File: config.mk
export PLATFORM = sky130hd
export DESIGN_NAME = debounced_button_bpm_counter_core_flat
export DESIGN_NICKNAME = d
export VERILOG_FILES = /design/src/sv/dbbc_pkg.sv /design/src/sv/dbbc_if.sv /design/src/sv/dbbc_debounce.sv /design/src/sv/debounced_button_bpm_counter_core.sv /design/src/flat_wrapper.sv
export SDC_FILE = /design/constraint.sdc
export NUM_CORES = 1
export LEC_CHECK = 0
export ABC_AREA = 0
export BUFFER_PORTS_ARGS = -buffer_cell sky130_fd_sc_hd__buf_4
export CORE_ASPECT_RATIO = 0.5
export CORE_MARGIN = 10
export CORE_UTILIZATION = 42
export CTS_CLUSTER_SIZE = 8
export DETAILED_ROUTE_END_ITERATION = 6
export GPL_ROUTABILITY_DRIVEN = 0
export REMOVE_ABC_BUFFERS = 1
export SLEW_MARGIN = 25
export SYNTH_ARGS = -nofsm -noshare
export SYNTH_HDL_FRONTEND = slang
export SYNTH_SLANG_ARGS = --single-unit
File: constraint.sdc
create_clock -name clk -period 15.6 [get_ports clk]
set_clock_uncertainty 0.2 [all_clocks]
set_input_delay 1.56 -clock clk [delete_from_list [all_inputs] [get_ports clk]]
set_output_delay 1.56 -clock clk [all_outputs]
set_load 0.005 [all_outputs]
File: src/sv/dbbc_pkg.sv
// package: shared constants and register codes for the debounced bpm counter
`timescale 1ns / 1ps

package dbbc_pkg;

  // widths of the channels
  localparam int TS_W       = 32;
  localparam int COUNT_W    = 10;
  localparam int BPM_W      = 10;
  localparam int CFG_IDX_W  = 3;
  localparam int CFG_DATA_W = 16;
  localparam int DEB_W      = 16;
  localparam int BASE_W     = 8;
  localparam int STEP_W     = 6;
  localparam int MAX_W      = 10;

  // product of step and count, and sums built on it
  localparam int PROD_W = STEP_W + COUNT_W;
  localparam int SUM_W  = PROD_W + 1;

  // button order, also the order in which handlers run
  localparam int NUM_BUTTONS = 3;
  localparam int BTN_UP      = 0;
  localparam int BTN_DOWN    = 1;
  localparam int BTN_TOGGLE  = 2;

  // register indexes on the configuration channel
  localparam logic [CFG_IDX_W-1:0] REG_DEBOUNCE    = 3'd0;
  localparam logic [CFG_IDX_W-1:0] REG_PRESS_LOCK  = 3'd1;
  localparam logic [CFG_IDX_W-1:0] REG_TOGGLE_LOCK = 3'd2;
  localparam logic [CFG_IDX_W-1:0] REG_BPM_BASE    = 3'd3;
  localparam logic [CFG_IDX_W-1:0] REG_BPM_STEP    = 3'd4;
  localparam logic [CFG_IDX_W-1:0] REG_BPM_MAX     = 3'd5;

  // register reset values
  localparam logic [DEB_W-1:0]  DEBOUNCE_RST    = 16'd20;
  localparam logic [DEB_W-1:0]  PRESS_LOCK_RST  = 16'd150;
  localparam logic [DEB_W-1:0]  TOGGLE_LOCK_RST = 16'd400;
  localparam logic [BASE_W-1:0] BPM_BASE_RST    = 8'd60;
  localparam logic [STEP_W-1:0] BPM_STEP_RST    = 6'd10;
  localparam logic [MAX_W-1:0]  BPM_MAX_RST     = 10'd250;

  // saturation limits
  localparam logic [COUNT_W-1:0] COUNT_MAX   = '1;
  localparam logic [BPM_W-1:0]   BPM_OUT_MAX = '1;

endpackage

File: src/sv/dbbc_if.sv
// interfaces: poll channel, result channel and configuration write channel
`timescale 1ns / 1ps

interface dbbc_poll_if;
  logic                      valid;
  logic                      ready;
  logic [dbbc_pkg::TS_W-1:0] now_ms;
  logic                      up_level;
  logic                      down_level;
  logic                      toggle_level;

  modport source (output valid, now_ms, up_level, down_level, toggle_level, input ready);
  modport sink   (input valid, now_ms, up_level, down_level, toggle_level, output ready);
endinterface

interface dbbc_result_if;
  logic                         valid;
  logic                         ready;
  logic [dbbc_pkg::BPM_W-1:0]   bpm_value;
  logic [dbbc_pkg::COUNT_W-1:0] touches;
  logic                         link_online;

  modport source (output valid, bpm_value, touches, link_online, input ready);
  modport sink   (input valid, bpm_value, touches, link_online, output ready);
endinterface

interface dbbc_cfg_if;
  logic                            valid;
  logic                            ready;
  logic [dbbc_pkg::CFG_IDX_W-1:0]  index;
  logic [dbbc_pkg::CFG_DATA_W-1:0] data;

  modport source (output valid, index, data, input ready);
  modport sink   (input valid, index, data, output ready);
endinterface

File: src/sv/dbbc_debounce.sv
// one button: debounce state and the press event on a new stable low level
`timescale 1ns / 1ps

module dbbc_debounce (
  input  logic                        clk,
  input  logic                        rst,
  input  logic                        advance,
  input  logic                        level,
  input  logic [dbbc_pkg::TS_W-1:0]   now_ms,
  input  logic [dbbc_pkg::DEB_W-1:0]  debounce_ms,
  output logic                        press
);

  logic                      stable_level;
  logic                      last_level;
  logic [dbbc_pkg::TS_W-1:0] change_time;

  logic                      level_changed;
  logic [dbbc_pkg::TS_W-1:0] change_time_next;
  logic [dbbc_pkg::TS_W-1:0] held_time;
  logic                      settle;

  // change timer restarts on any new level, then the held time is checked
  always_comb begin
    level_changed    = (level != last_level);
    change_time_next = level_changed ? now_ms : change_time;
    held_time        = now_ms - change_time_next;
    settle           = (held_time > {{(dbbc_pkg::TS_W - dbbc_pkg::DEB_W){1'b0}}, debounce_ms})
                       && (level != stable_level);
    press            = settle && !level;
  end

  // state moves only when a word is processed
  always_ff @(posedge clk) begin
    if (rst) begin
      stable_level <= 1'b1;
      last_level   <= 1'b1;
      change_time  <= '0;
    end else if (advance) begin
      last_level  <= level;
      change_time <= change_time_next;
      if (settle) begin
        stable_level <= level;
      end
    end
  end

endmodule

File: src/sv/debounced_button_bpm_counter_core.sv
// top level: poll register, button handlers, touch counter and result register
`timescale 1ns / 1ps

// Takes one poll word per clock. A word accepted on the poll channel is held in
// the poll register; the debounce, lockout and counter logic runs on it there
// and its result word is loaded into the result register when that register is
// free, so the sustained rate is one word per cycle while the result side keeps
// ready high. Stalls on the result side back up through the poll register.
// Configuration writes are always taken (ready tied high) and must only be
// issued while no poll is in flight; indexes beyond the six registers are
// ignored.
module debounced_button_bpm_counter_core (
  input  logic clk,
  input  logic rst,
  dbbc_poll_if.sink     poll,
  dbbc_result_if.source result,
  dbbc_cfg_if.sink      cfg
);

  // configuration registers
  logic [dbbc_pkg::DEB_W-1:0]  debounce_ms;
  logic [dbbc_pkg::DEB_W-1:0]  press_lockout_ms;
  logic [dbbc_pkg::DEB_W-1:0]  toggle_lockout_ms;
  logic [dbbc_pkg::BASE_W-1:0] bpm_base;
  logic [dbbc_pkg::STEP_W-1:0] bpm_step;
  logic [dbbc_pkg::MAX_W-1:0]  bpm_max;

  // poll register
  logic                      poll_valid;
  logic [dbbc_pkg::TS_W-1:0] poll_now;
  logic [dbbc_pkg::NUM_BUTTONS-1:0] poll_level;

  // result register
  logic                         res_valid;
  logic [dbbc_pkg::BPM_W-1:0]   res_bpm;
  logic [dbbc_pkg::COUNT_W-1:0] res_touches;
  logic                         res_online;

  // handler state
  logic [dbbc_pkg::TS_W-1:0]    accept_time [dbbc_pkg::NUM_BUTTONS];
  logic [dbbc_pkg::COUNT_W-1:0] touch_count;
  logic                         online_flag;

  logic                             res_free;
  logic                             advance;
  logic [dbbc_pkg::NUM_BUTTONS-1:0] press;
  logic [dbbc_pkg::NUM_BUTTONS-1:0] lock_pass;
  logic [dbbc_pkg::NUM_BUTTONS-1:0] take;
  logic [dbbc_pkg::PROD_W-1:0]      prod;
  logic [dbbc_pkg::SUM_W-1:0]       up_bpm;
  logic [dbbc_pkg::SUM_W-1:0]       prod_next;
  logic [dbbc_pkg::SUM_W-1:0]       bpm_full;
  logic                             up_inc;
  logic                             down_dec;
  logic [dbbc_pkg::COUNT_W-1:0]     count_up;
  logic [dbbc_pkg::COUNT_W-1:0]     touch_count_next;
  logic                             online_flag_next;
  logic [dbbc_pkg::BPM_W-1:0]       bpm_next;

  // handshake: result register empties or drains, poll register follows
  assign res_free     = !res_valid || result.ready;
  assign advance      = poll_valid && res_free;
  assign poll.ready   = !poll_valid || res_free;
  assign cfg.ready    = 1'b1;
  assign result.valid       = res_valid;
  assign result.bpm_value   = res_bpm;
  assign result.touches     = res_touches;
  assign result.link_online = res_online;

  // configuration writes
  always_ff @(posedge clk) begin
    if (rst) begin
      debounce_ms       <= dbbc_pkg::DEBOUNCE_RST;
      press_lockout_ms  <= dbbc_pkg::PRESS_LOCK_RST;
      toggle_lockout_ms <= dbbc_pkg::TOGGLE_LOCK_RST;
      bpm_base          <= dbbc_pkg::BPM_BASE_RST;
      bpm_step          <= dbbc_pkg::BPM_STEP_RST;
      bpm_max           <= dbbc_pkg::BPM_MAX_RST;
    end else if (cfg.valid) begin
      case (cfg.index)
        dbbc_pkg::REG_DEBOUNCE:    debounce_ms       <= cfg.data;
        dbbc_pkg::REG_PRESS_LOCK:  press_lockout_ms  <= cfg.data;
        dbbc_pkg::REG_TOGGLE_LOCK: toggle_lockout_ms <= cfg.data;
        dbbc_pkg::REG_BPM_BASE:    bpm_base          <= cfg.data[dbbc_pkg::BASE_W-1:0];
        dbbc_pkg::REG_BPM_STEP:    bpm_step          <= cfg.data[dbbc_pkg::STEP_W-1:0];
        dbbc_pkg::REG_BPM_MAX:     bpm_max           <= cfg.data[dbbc_pkg::MAX_W-1:0];
        default: ;
      endcase
    end
  end

  // poll register
  always_ff @(posedge clk) begin
    if (rst) begin
      poll_valid <= 1'b0;
    end else if (poll.ready) begin
      poll_valid <= poll.valid;
    end
  end

  always_ff @(posedge clk) begin
    if (poll.valid && poll.ready) begin
      poll_now   <= poll.now_ms;
      poll_level <= {poll.toggle_level, poll.down_level, poll.up_level};
    end
  end

  // per-button debounce
  for (genvar b = 0; b < dbbc_pkg::NUM_BUTTONS; b++) begin : g_btn
    dbbc_debounce u_deb (
      .clk         (clk),
      .rst         (rst),
      .advance     (advance),
      .level       (poll_level[b]),
      .now_ms      (poll_now),
      .debounce_ms (debounce_ms),
      .press       (press[b])
    );
  end

  // lockout windows, wrapping time since last accepted press
  always_comb begin
    lock_pass[dbbc_pkg::BTN_UP] = (poll_now - accept_time[dbbc_pkg::BTN_UP]) >=
      {{(dbbc_pkg::TS_W - dbbc_pkg::DEB_W){1'b0}}, press_lockout_ms};
    lock_pass[dbbc_pkg::BTN_DOWN] = (poll_now - accept_time[dbbc_pkg::BTN_DOWN]) >=
      {{(dbbc_pkg::TS_W - dbbc_pkg::DEB_W){1'b0}}, press_lockout_ms};
    lock_pass[dbbc_pkg::BTN_TOGGLE] = (poll_now - accept_time[dbbc_pkg::BTN_TOGGLE]) >=
      {{(dbbc_pkg::TS_W - dbbc_pkg::DEB_W){1'b0}}, toggle_lockout_ms};
    take = press & lock_pass;
  end

  // handlers in order up, down, toggle; bpm tracked as step*count plus deltas
  always_comb begin
    prod   = dbbc_pkg::PROD_W'(bpm_step) * dbbc_pkg::PROD_W'(touch_count);
    up_bpm = dbbc_pkg::SUM_W'(bpm_base) + dbbc_pkg::SUM_W'(prod)
             + dbbc_pkg::SUM_W'(bpm_step);
    up_inc = take[dbbc_pkg::BTN_UP]
             && (up_bpm <= dbbc_pkg::SUM_W'(bpm_max))
             && (touch_count != dbbc_pkg::COUNT_MAX);
    count_up = up_inc ? touch_count + 1'b1 : touch_count;
    down_dec = take[dbbc_pkg::BTN_DOWN] && (count_up != '0);
    touch_count_next = down_dec ? count_up - 1'b1 : count_up;
    online_flag_next = online_flag ^ take[dbbc_pkg::BTN_TOGGLE];

    prod_next = dbbc_pkg::SUM_W'(prod);
    if (up_inc && !down_dec) begin
      prod_next = dbbc_pkg::SUM_W'(prod) + dbbc_pkg::SUM_W'(bpm_step);
    end else if (down_dec && !up_inc) begin
      prod_next = dbbc_pkg::SUM_W'(prod) - dbbc_pkg::SUM_W'(bpm_step);
    end
    bpm_full = prod_next + dbbc_pkg::SUM_W'(bpm_base);
    bpm_next = (bpm_full > dbbc_pkg::SUM_W'(dbbc_pkg::BPM_OUT_MAX))
               ? dbbc_pkg::BPM_OUT_MAX : bpm_full[dbbc_pkg::BPM_W-1:0];
  end

  // handler state
  always_ff @(posedge clk) begin
    if (rst) begin
      for (int i = 0; i < dbbc_pkg::NUM_BUTTONS; i++) begin
        accept_time[i] <= '0;
      end
      touch_count <= '0;
      online_flag <= 1'b1;
    end else if (advance) begin
      for (int i = 0; i < dbbc_pkg::NUM_BUTTONS; i++) begin
        if (take[i]) begin
          accept_time[i] <= poll_now;
        end
      end
      touch_count <= touch_count_next;
      online_flag <= online_flag_next;
    end
  end

  // result register
  always_ff @(posedge clk) begin
    if (rst) begin
      res_valid <= 1'b0;
    end else if (res_free) begin
      res_valid <= poll_valid;
    end
  end

  always_ff @(posedge clk) begin
    if (advance) begin
      res_bpm     <= bpm_next;
      res_touches <= touch_count_next;
      res_online  <= online_flag_next;
    end
  end

  // count moves by at most one per word
  a_count_step: assert property (@(posedge clk) disable iff (rst)
    advance |=> (touch_count == $past(touch_count)
                 || touch_count == $past(touch_count) + 1'b1
                 || touch_count + 1'b1 == $past(touch_count)))
    else $error("touch count jumped by more than one");

  // state only changes when a word is processed
  a_count_idle: assert property (@(posedge clk) disable iff (rst)
    !advance |=> ($stable(touch_count) && $stable(online_flag)))
    else $error("handler state changed without a poll word");

  // a processed word always lands in the result register
  a_result_load: assert property (@(posedge clk) disable iff (rst)
    advance |=> (res_valid && res_touches == touch_count && res_online == online_flag))
    else $error("result word does not match handler state");

endmodule

File: src/flat_wrapper.sv
// flat-port wrapper written by rule: the top's interface ports become plain ports
module debounced_button_bpm_counter_core_flat 
  (clk, rst, poll_valid, poll_now_ms, poll_up_level, poll_down_level, poll_toggle_level, poll_ready, result_valid, result_bpm_value, result_touches, result_link_online, result_ready, cfg_valid, cfg_index, cfg_data, cfg_ready);
  dbbc_poll_if poll_i ();
  dbbc_result_if result_i ();
  dbbc_cfg_if cfg_i ();
  input  logic clk;
  input  logic rst;
  input wire logic [$bits(poll_i.valid)-1:0] poll_valid;
  input wire logic [$bits(poll_i.now_ms)-1:0] poll_now_ms;
  input wire logic [$bits(poll_i.up_level)-1:0] poll_up_level;
  input wire logic [$bits(poll_i.down_level)-1:0] poll_down_level;
  input wire logic [$bits(poll_i.toggle_level)-1:0] poll_toggle_level;
  output wire logic [$bits(poll_i.ready)-1:0] poll_ready;
  output wire logic [$bits(result_i.valid)-1:0] result_valid;
  output wire logic [$bits(result_i.bpm_value)-1:0] result_bpm_value;
  output wire logic [$bits(result_i.touches)-1:0] result_touches;
  output wire logic [$bits(result_i.link_online)-1:0] result_link_online;
  input wire logic [$bits(result_i.ready)-1:0] result_ready;
  input wire logic [$bits(cfg_i.valid)-1:0] cfg_valid;
  input wire logic [$bits(cfg_i.index)-1:0] cfg_index;
  input wire logic [$bits(cfg_i.data)-1:0] cfg_data;
  output wire logic [$bits(cfg_i.ready)-1:0] cfg_ready;
  assign poll_i.valid = poll_valid;
  assign poll_i.now_ms = poll_now_ms;
  assign poll_i.up_level = poll_up_level;
  assign poll_i.down_level = poll_down_level;
  assign poll_i.toggle_level = poll_toggle_level;
  assign poll_ready = poll_i.ready;
  assign result_valid = result_i.valid;
  assign result_bpm_value = result_i.bpm_value;
  assign result_touches = result_i.touches;
  assign result_link_online = result_i.link_online;
  assign result_i.ready = result_ready;
  assign cfg_i.valid = cfg_valid;
  assign cfg_i.index = cfg_index;
  assign cfg_i.data = cfg_data;
  assign cfg_ready = cfg_i.ready;
  debounced_button_bpm_counter_core u_core (.clk(clk), .rst(rst), .poll(poll_i), .result(result_i), .cfg(cfg_i));
endmodule
# ---- After elaboration in Yosys (flattened, before gate mapping)
# Memory sizes are Yosys's and may differ from the RTL's.
# Cells that the tools add are included.
dict set report totals {
  inputBits 59
  ff_bits 243
  latchBits 0
  elab_cells 121
  ramBits 96
  mem_count 1
  mem_bits_ro 0
}
dict set report op_classes {
  n_reduce_logical 33
  n_bitwise 5
  eq_ne 12
  muxes 24
  n_lt_le_gt_ge 8
  shifts 0
  div 0
  mul 1
  addsub 13
}
# memory depth word_bits rd rd_clocked_by_memory_dff write_ports line_no
set memory_table {}
lappend memory_table {u_core.accept_time 3 32 3 0 3 debounced_button_bpm_counter_core.sv:40} ;# logic [dbbc_pkg::TS_W-1:0] accept_time [dbbc_pkg::NUM_BUTTONS];
# op n
set ops {}
lappend ops {{two-way mux 32 bit} 6}
lappend ops {{subtractor 32 bit} 6}
lappend ops {{>= comparator 32 x 16 -> 1 bit} 3}
lappend ops {{> comparator 32 x 16 -> 1 bit} 3}
lappend ops {{two-way mux 17 bit} 2}
lappend ops {{two-way mux 10 bit} 2}
lappend ops {{AND reduction 2 bit} 9}
lappend ops {{adder 16 x 6 -> 17 bit} 1}
lappend ops {{adder 17 x 6 -> 17 bit} 1}
lappend ops {{adder 17 x 8 -> 17 bit} 1}
lappend ops {{adder 8 x 16 -> 17 bit} 1}
lappend ops {{> comparator 17 x 10 -> 1 bit, second input constant} 1}
lappend ops {{less-or-equal comparator 17 x 10 -> 1 bit} 1}
lappend ops {{subtractor 16 x 6 -> 17 bit} 1}
lappend ops {{multiplier 6 x 10 -> 16 bit} 1}
lappend ops {{two-way mux 1 bit} 14}
lappend ops {{logical AND 1 bit} 13}
lappend ops {{adder 10 x 1 -> 10 bit, second input constant} 1}
lappend ops {{inequality test 10 bit, second input constant} 1}
lappend ops {{nonzero test 10 bit} 1}
lappend ops {{subtractor 10 x 1 -> 10 bit, second input constant} 1}
lappend ops {{logical NOT 1 bit} 7}
lappend ops {{equality test 3 x 2 -> 1 bit, second input constant} 2}
lappend ops {{equality test 3 bit, second input constant} 2}
lappend ops {{7 further kinds} 15}

# ---- Logic depth before layout (Yosys ltp)
dict set report logic_depth {
  ltp_word 17
  mapped_depth 53
}

# ---- By module
# From an unflattened synthesis, not the netlist that was laid out.
dict set report unflattened {
  cells_unflattened 3944
  hier_area_um2 32012.0
}
# mod seq_area_each_um2 area_each_um2 cells_each n_inst
set modules_own_cells {}
lappend modules_own_cells {debounced_button_bpm_counter_core 6266.0 19268.5 2194 1}
lappend modules_own_cells {{dbbc_debounce at u_core.g_btn[2].u_deb} 680.7 4331.7 601 1}
lappend modules_own_cells {{dbbc_debounce at u_core.g_btn[1].u_deb} 680.7 4274.1 579 1}
lappend modules_own_cells {{dbbc_debounce at u_core.g_btn[0].u_deb} 680.7 4137.7 570 1}

# ---- Worst setup path after synthesis
# Ideal clock, no wire load.
dict set report synth_timing {
  kind {reg-to-reg}
  startpoint {register u_core.touch_count[0] (netlist bit)}
  endpoint {register u_core.res_bpm, in the netlist u_core.result.bpm_value[2] (data pin)}
  slack_ps 4088
  t_arrival_ps 11044
  path_stages_with_launch 52
  required_ps 15131
  setup_time_ps 269
  cell_sequence {dfxtp_1 clkbuf_1 nand2_1 fa_1 fa_1 fa_1 inv_1 ha_1 a21oi_1 nor2b_1 nor2_1 xnor2_1 ha_1 ha_1 o21a_1 o31ai_1 nand2b_1 maj3_1 [... 16 more ...] or2_2 nor2_1 a221oi_1 ha_1 a21o_1 a21oi_1 o21bai_1 a21oi_1 o21bai_1 a21oi_1 nor2b_1 nor2_1 nor2_1 and4_1 a2111oi_2 nand4b_1 nor3_1 a21oi_1}
}
dict set report synth_between {
  elab_chain_cells 14
}
# element line_no
set synth_rtl {}
lappend synth_rtl {{start: declaration} debounced_button_bpm_counter_core.sv:41} ;# logic [dbbc_pkg::COUNT_W-1:0] touch_count;
lappend synth_rtl {{start signal: assignment} debounced_button_bpm_counter_core.sv:170} ;# touch_count <= touch_count_next;
lappend synth_rtl {{multiplier 6 x 10 -> 16 bit} debounced_button_bpm_counter_core.sv:134} ;# prod = dbbc_pkg::PROD_W'(bpm_step) * dbbc_pkg::PROD_W'(touch_count);
lappend synth_rtl {{adder 8 x 16 -> 17 bit} debounced_button_bpm_counter_core.sv:135} ;# up_bpm = dbbc_pkg::SUM_W'(bpm_base) + dbbc_pkg::SUM_W'(prod)
lappend synth_rtl {{adder 17 x 6 -> 17 bit} debounced_button_bpm_counter_core.sv:136} ;# + dbbc_pkg::SUM_W'(bpm_step);
lappend synth_rtl {{less-or-equal comparator 17 x 10 -> 1 bit} debounced_button_bpm_counter_core.sv:138} ;# && (up_bpm <= dbbc_pkg::SUM_W'(bpm_max))
lappend synth_rtl {{logical AND 1 bit} debounced_button_bpm_counter_core.sv:138}
lappend synth_rtl {{logical AND 1 bit} debounced_button_bpm_counter_core.sv:139} ;# && (touch_count != dbbc_pkg::COUNT_MAX);
lappend synth_rtl {{two-way mux 10 bit} debounced_button_bpm_counter_core.sv:140} ;# count_up = up_inc ? touch_count + 1'b1 : touch_count;
lappend synth_rtl {{nonzero test 10 bit} debounced_button_bpm_counter_core.sv:141} ;# down_dec = take[dbbc_pkg::BTN_DOWN] && (count_up != '0);
lappend synth_rtl {{logical AND 1 bit} debounced_button_bpm_counter_core.sv:141}
lappend synth_rtl {{logical AND 1 bit / logical NOT 1 bit (equally long branches)} {debounced_button_bpm_counter_core.sv:148, debounced_button_bpm_counter_core.sv:146}}
lappend synth_rtl {{two-way mux 17 bit / logical AND 1 bit (equally long branches)} {debounced_button_bpm_counter_core.sv:148, debounced_button_bpm_counter_core.sv:146}}
lappend synth_rtl {{two-way mux 17 bit *} debounced_button_bpm_counter_core.sv:146} ;# if (up_inc && !down_dec) begin
lappend synth_rtl {{adder 17 x 8 -> 17 bit *} debounced_button_bpm_counter_core.sv:151} ;# bpm_full = prod_next + dbbc_pkg::SUM_W'(bpm_base);
lappend synth_rtl {{> comparator 17 x 10 -> 1 bit} debounced_button_bpm_counter_core.sv:152} ;# bpm_next = (bpm_full > dbbc_pkg::SUM_W'(dbbc_pkg::BPM_OUT_MAX))
lappend synth_rtl {{end signal: assignment} debounced_button_bpm_counter_core.sv:186} ;# res_bpm <= bpm_next;
lappend synth_rtl {{end: declaration} debounced_button_bpm_counter_core.sv:35} ;# logic [dbbc_pkg::BPM_W-1:0] res_bpm;
# Mark *: on every way between the ends. The rest lies on a longest branch, timed or not.
# A chain may end at the register's enable or synchronous reset.

# ---- Final worst setup path
dict set report layout_timing {
  startpoint {register u_core.bpm_step[1] (netlist bit)}
  endpoint {register u_core.res_bpm, in the netlist u_core.result.bpm_value[3] (data pin)}
}
dict set report layout_between {
  elab_chain_cells 14
}
# element line_no
set layout_rtl {}
lappend layout_rtl {{start: declaration} debounced_button_bpm_counter_core.sv:25} ;# logic [dbbc_pkg::STEP_W-1:0] bpm_step;
lappend layout_rtl {{start signal: assignment} debounced_button_bpm_counter_core.sv:77} ;# bpm_step <= dbbc_pkg::BPM_STEP_RST;
lappend layout_rtl {{start signal: assignment} debounced_button_bpm_counter_core.sv:85} ;# dbbc_pkg::REG_BPM_STEP: bpm_step <= cfg.data[dbbc_pkg::STEP_W-1:0];
lappend layout_rtl {{multiplier 6 x 10 -> 16 bit} debounced_button_bpm_counter_core.sv:134}
lappend layout_rtl {{adder 8 x 16 -> 17 bit} debounced_button_bpm_counter_core.sv:135}
lappend layout_rtl {{adder 17 x 6 -> 17 bit} debounced_button_bpm_counter_core.sv:136}
lappend layout_rtl {{less-or-equal comparator 17 x 10 -> 1 bit} debounced_button_bpm_counter_core.sv:138}
lappend layout_rtl {{logical AND 1 bit} debounced_button_bpm_counter_core.sv:138}
lappend layout_rtl {{logical AND 1 bit} debounced_button_bpm_counter_core.sv:139}
lappend layout_rtl {{two-way mux 10 bit} debounced_button_bpm_counter_core.sv:140}
lappend layout_rtl {{nonzero test 10 bit} debounced_button_bpm_counter_core.sv:141}
lappend layout_rtl {{logical AND 1 bit} debounced_button_bpm_counter_core.sv:141}
lappend layout_rtl {{logical AND 1 bit / logical NOT 1 bit (equally long branches)} {debounced_button_bpm_counter_core.sv:148, debounced_button_bpm_counter_core.sv:146}}
lappend layout_rtl {{two-way mux 17 bit / logical AND 1 bit (equally long branches)} {debounced_button_bpm_counter_core.sv:148, debounced_button_bpm_counter_core.sv:146}}
lappend layout_rtl {{two-way mux 17 bit *} debounced_button_bpm_counter_core.sv:146}
lappend layout_rtl {{adder 17 x 8 -> 17 bit *} debounced_button_bpm_counter_core.sv:151}
lappend layout_rtl {{> comparator 17 x 10 -> 1 bit} debounced_button_bpm_counter_core.sv:152}
# Marks and branches as above.

==> metrics.md <==
| Metric | Value |
|---|---|
| Status | complete, no violations |
| Remaining DRCs | 0 |
| Critical Path RT | 15.71 ns |
| Dominant cell type by area after synthesis | edfxtp_1 |
| Sequential fraction of the synthesis area | 28.2% |
| Commonest cells in the synthesized netlist | ha_1 (346), nand2_1 (339), nor2_1 (288), a21oi_1 (283), inv_1 (276) |
| Initial antenna violation count | 3 |
| Final Hold Fails | 0 |
| Final HPWL DP | 64.9 mm |
| Leakage Power | ~14 nW |
| Drt total wl | 85.8 mm |
| RSZ-0062 raised after global routing | false |
| Area of the die | 81800 um^2 |
| Largest net degree at the start of global routing | 84 |
| Skew-Pair Late Insertion Delay | about 0.6 ns |
| Setup crit end kind | register |
| Crit start category | register |
| Grt ovf | 0 |
| Slew @ Worst Pin | roughly 1.1 ns |
| Min-Delay Startpoint | u_core.g_btn[1].u_deb.change_time[23] |
| Hold_ws | 0.252 ns |
| Core Util, Final | 47.1% |
| Final setup fails | 0 |
| Die height | roughly 210 um |
| Routed len/inst | 19.0 um |
| Via count | between 20000 and 30000 |
| Area contributors post-synth | edfxtp_1 (15%), ha_1 (15%), dfxtp_1 (13%) |
| Place WS | 2.98 ns |
| Peak VDD IR | 80.1 uV |
| Area post-placement | 31200 um^2 |
| H-Tree Level Count | 2 |
| Placed cell count | roughly 4400 |
| Initial DRT Pass Iterations | 5 |
| Synthesis-to-finish area growth | 10.7% |
| Fin crit period | approximately 13 ns |
| Critical path peak fanout | 17 |
| TritonCTS clock tree | yes |
| Setup TNS | 0 ns |
| CTS sink cnt | 339 |
| Reg2reg path depth | 49 |
| Clock network fraction of total power | 23.0% |
| CP max stage delay | 0.65 ns |
| Reg2reg setup slack | 2.78 ns |
| Int Power | 2.54 mW |
| Crit Path Class | register to register |
| Met2 usage | between 30% and 40% |
| # port buffers | 81 |
| Mapped Area | 29500 um^2 |
| Multi-input logic area | 19800 um^2 |
| Setup bufs post-CTS | 0 |
| Root buffer cell | clkbuf_16 |
| Slew Limit Fails | 0 |
| FF-to-FF Start | u_core.bpm_step[1] |
| First-pass GRT wire length | 135 mm |
| Post-synth EDFFs | 152 |
| Initial cell density of the core | 42.6% |
| Post_cts resized | 0 |
| Setup ws final | ~2.8 ns |
| Fillers | 6754 |
| Relative max-transition margin | 23.9% |
| Seq pwr share | 25.8% |
| Syn. warnings | 0 |
| HP Class | register to register |
| Top-count cell post-synth | ha_1 |
| Row cnt | 68 |
| Number of global-route vias before repair | 24400 |
| Total CTS buffers | 48 |
| Vias/cell | roughly 5.7 |
| Mapped Avg Cell Area | 8.47 um^2 |
| Clock transition at path regs | 0.06 ns |
| WP data arrival | between 10 and 15 ns |
| Mapped Cells | 3479 |
| Final instance area | between 30000 and 40000 um^2 |
| Logic pwr share | 51.2% |
| Worst flop-to-flop path endpoint | u_core.result.bpm_value[3] |
| Global Route Usage Sum | 20.1% |
| Sequential cell area | around 8300 um^2 |
| Layout cells sized above 1 | 6.53% |
| Yosys cell types | 96 |
| Critical-path top delay cell | a31o_1 |
| Synth Register Bits | 339 |
| Final cell count without fillers | 4517 |
| Async SR Flop Fraction | 0% |
| Power per Cell Area | 132 nW/um^2 |
| I/O pins | between 80 and 90 |
| Final cycle utilization of the critical path | 82.2% |
| Die span in x | around 390 um |
| Sw Share | approximately 41% |
| Worst Hold Path EP | u_core.g_btn[1].u_deb.change_time[23] |
| Antenna Violating Nets Remaining | 0 |
| Met1 usage | between 20 and 30% |
| M3 GR Usage | 3.74% |
| Maximum clock path buffer count | 3 |
| Top-area cell type share of the netlist area | 15.5% |
| Nets | 3992 |
| Fmax | 0.0780 GHz |
| Total power | 4.32 mW |
| Synth Flop Type | dfxtp_1 |
| NetSw | about 1.8 mW |
| Core box area | 69300 um^2 |
| Top Usage Layer GRT | met2 |
| Hold-fix buffers, CTS | 0 |
| # Max-Cap Violations | 0 |
| Hold depth | 2 |
| 1st-iter DRT viols | approximately 1800 |
## power by group through the flow
stage	registers, mW	clock network (mW)	logic (mW)
3_5_place_dp	1.13	0	2.17
6_report	1.11	0.995	2.21
5_1_grt	1.12	1.06	2.47
3_3_place_gp	1.13	0	2.14
2_1_floorplan	1.12	0	1.62
4_1_cts	1.11	1.02	2.19
## placed cells by master, fill, tap and decap left out, types with 18 or more instances in the layout
cell type  instances
o21a_1            41
nand2_1          339
xor2_1            62
and3_1            65
or3_1             18
o21ai_0          146
dfxtp_1          187
edfxtp_1         152
clkbuf_16         50
xnor2_1          100
ha_1             346
o211ai_1          47
inv_1            276
a21oi_1          283
mux2i_1          116
nand4_1           52
a211oi_1         113
clkbuf_1          29
a21o_1            95
nor2_1           287
nor3_1            71
nand3_1           49
fa_1              48
a31oi_1           26
nor2b_1           43
nand2b_1          41
o21bai_1          33
and2_1            63
buf_4            118
nor4_1            18
## sequential cells by signal, summed over array words and instances (netlist names)
register                         cells
u_core.result.touches               10
u_core.touch_count                  10
u_core.result.link_online            1
u_core.bpm_max                      10
u_core.bpm_base                      8
u_core.bpm_step                      6
u_core.poll_now                     32
u_core.accept_time                  96
u_core.online_flag                   1
u_core.poll_level                    3
u_core.result.bpm_value             10
u_core.poll_valid                    1
u_core.press_lockout_ms             16
u_core.debounce_ms                  16
u_core.g_btn.u_deb.stable_level      3
u_core.g_btn.u_deb.last_level        3
u_core.toggle_lockout_ms            16
u_core.g_btn.u_deb.change_time      96
u_core.result.valid                  1
## final cells by class
class	instances	share of cell area, %
repair buffers	120	2.83
well taps	945	3.62
multi-input cells	2753	60.6
clock inverters	2	0.0690
diodes	2	0.0153
flip-flops and latches	339	25.5
inverters	277	3.20
clock buffers	79	4.17
## cells by family (layout without fill, tap and decap cells)
group	Yosys count	after routing	share of synthesized area [%]
fa+ha+maj	396	396	18.0
mux	126	126	4.36
xor+xnor	169	169	5.12
compound gates	945	945	21.0
flops	339	339	28.2
buf+inv	387	478	4.99
other cells	1	3	0.0127
simple gates	1116	1116	18.3
## routing by layer
layer / routed length (um) / part of all wire [%] / vias up
li1: - / - / 12800
met1: 40500 / 47 / 12100
met2: 37600 / 44 / 695
met3: 5070 / 5.9 / 149
met4: 2520 / 2.9 / 0
met5: 0 / 0 / -
## worst max path at each step
| stage | start | to | slack (ns) | cells after the start |
|---|---|---|---|---|
| floorplan | u_core.poll_level[0] | u_core.result.bpm_value[2] | 3.20 | 47 |
| global placement | u_core.bpm_step[1] | u_core.result.bpm_value[3] | 3.31 | 49 |
| detailed placement | u_core.bpm_step[1] | u_core.result.bpm_value[7] | 2.98 | 49 |
| CTS | u_core.bpm_step[1] | u_core.result.bpm_value[7] | 2.91 | 49 |
| global route | u_core.bpm_step[1] | u_core.result.bpm_value[7] | 1.86 | 49 |
| finish | u_core.bpm_step[1] | u_core.result.bpm_value[3] | 2.78 | 49 |
## worst max-delay path: cells and delay by family (launching register included)
family                   cells  cell delay (ns)
adder cells (fa/ha/maj)     10             3.85
AO/OA/AOI/OAI               14             2.99
XOR/XNOR                     2             0.52
AND/OR/NAND/NOR             17             3.42
flip-flops                   1             0.56
buffers and inverters        5             0.67
multiplexers                 1             0.29
Note: power is estimated with default switching activity, not from simulation.
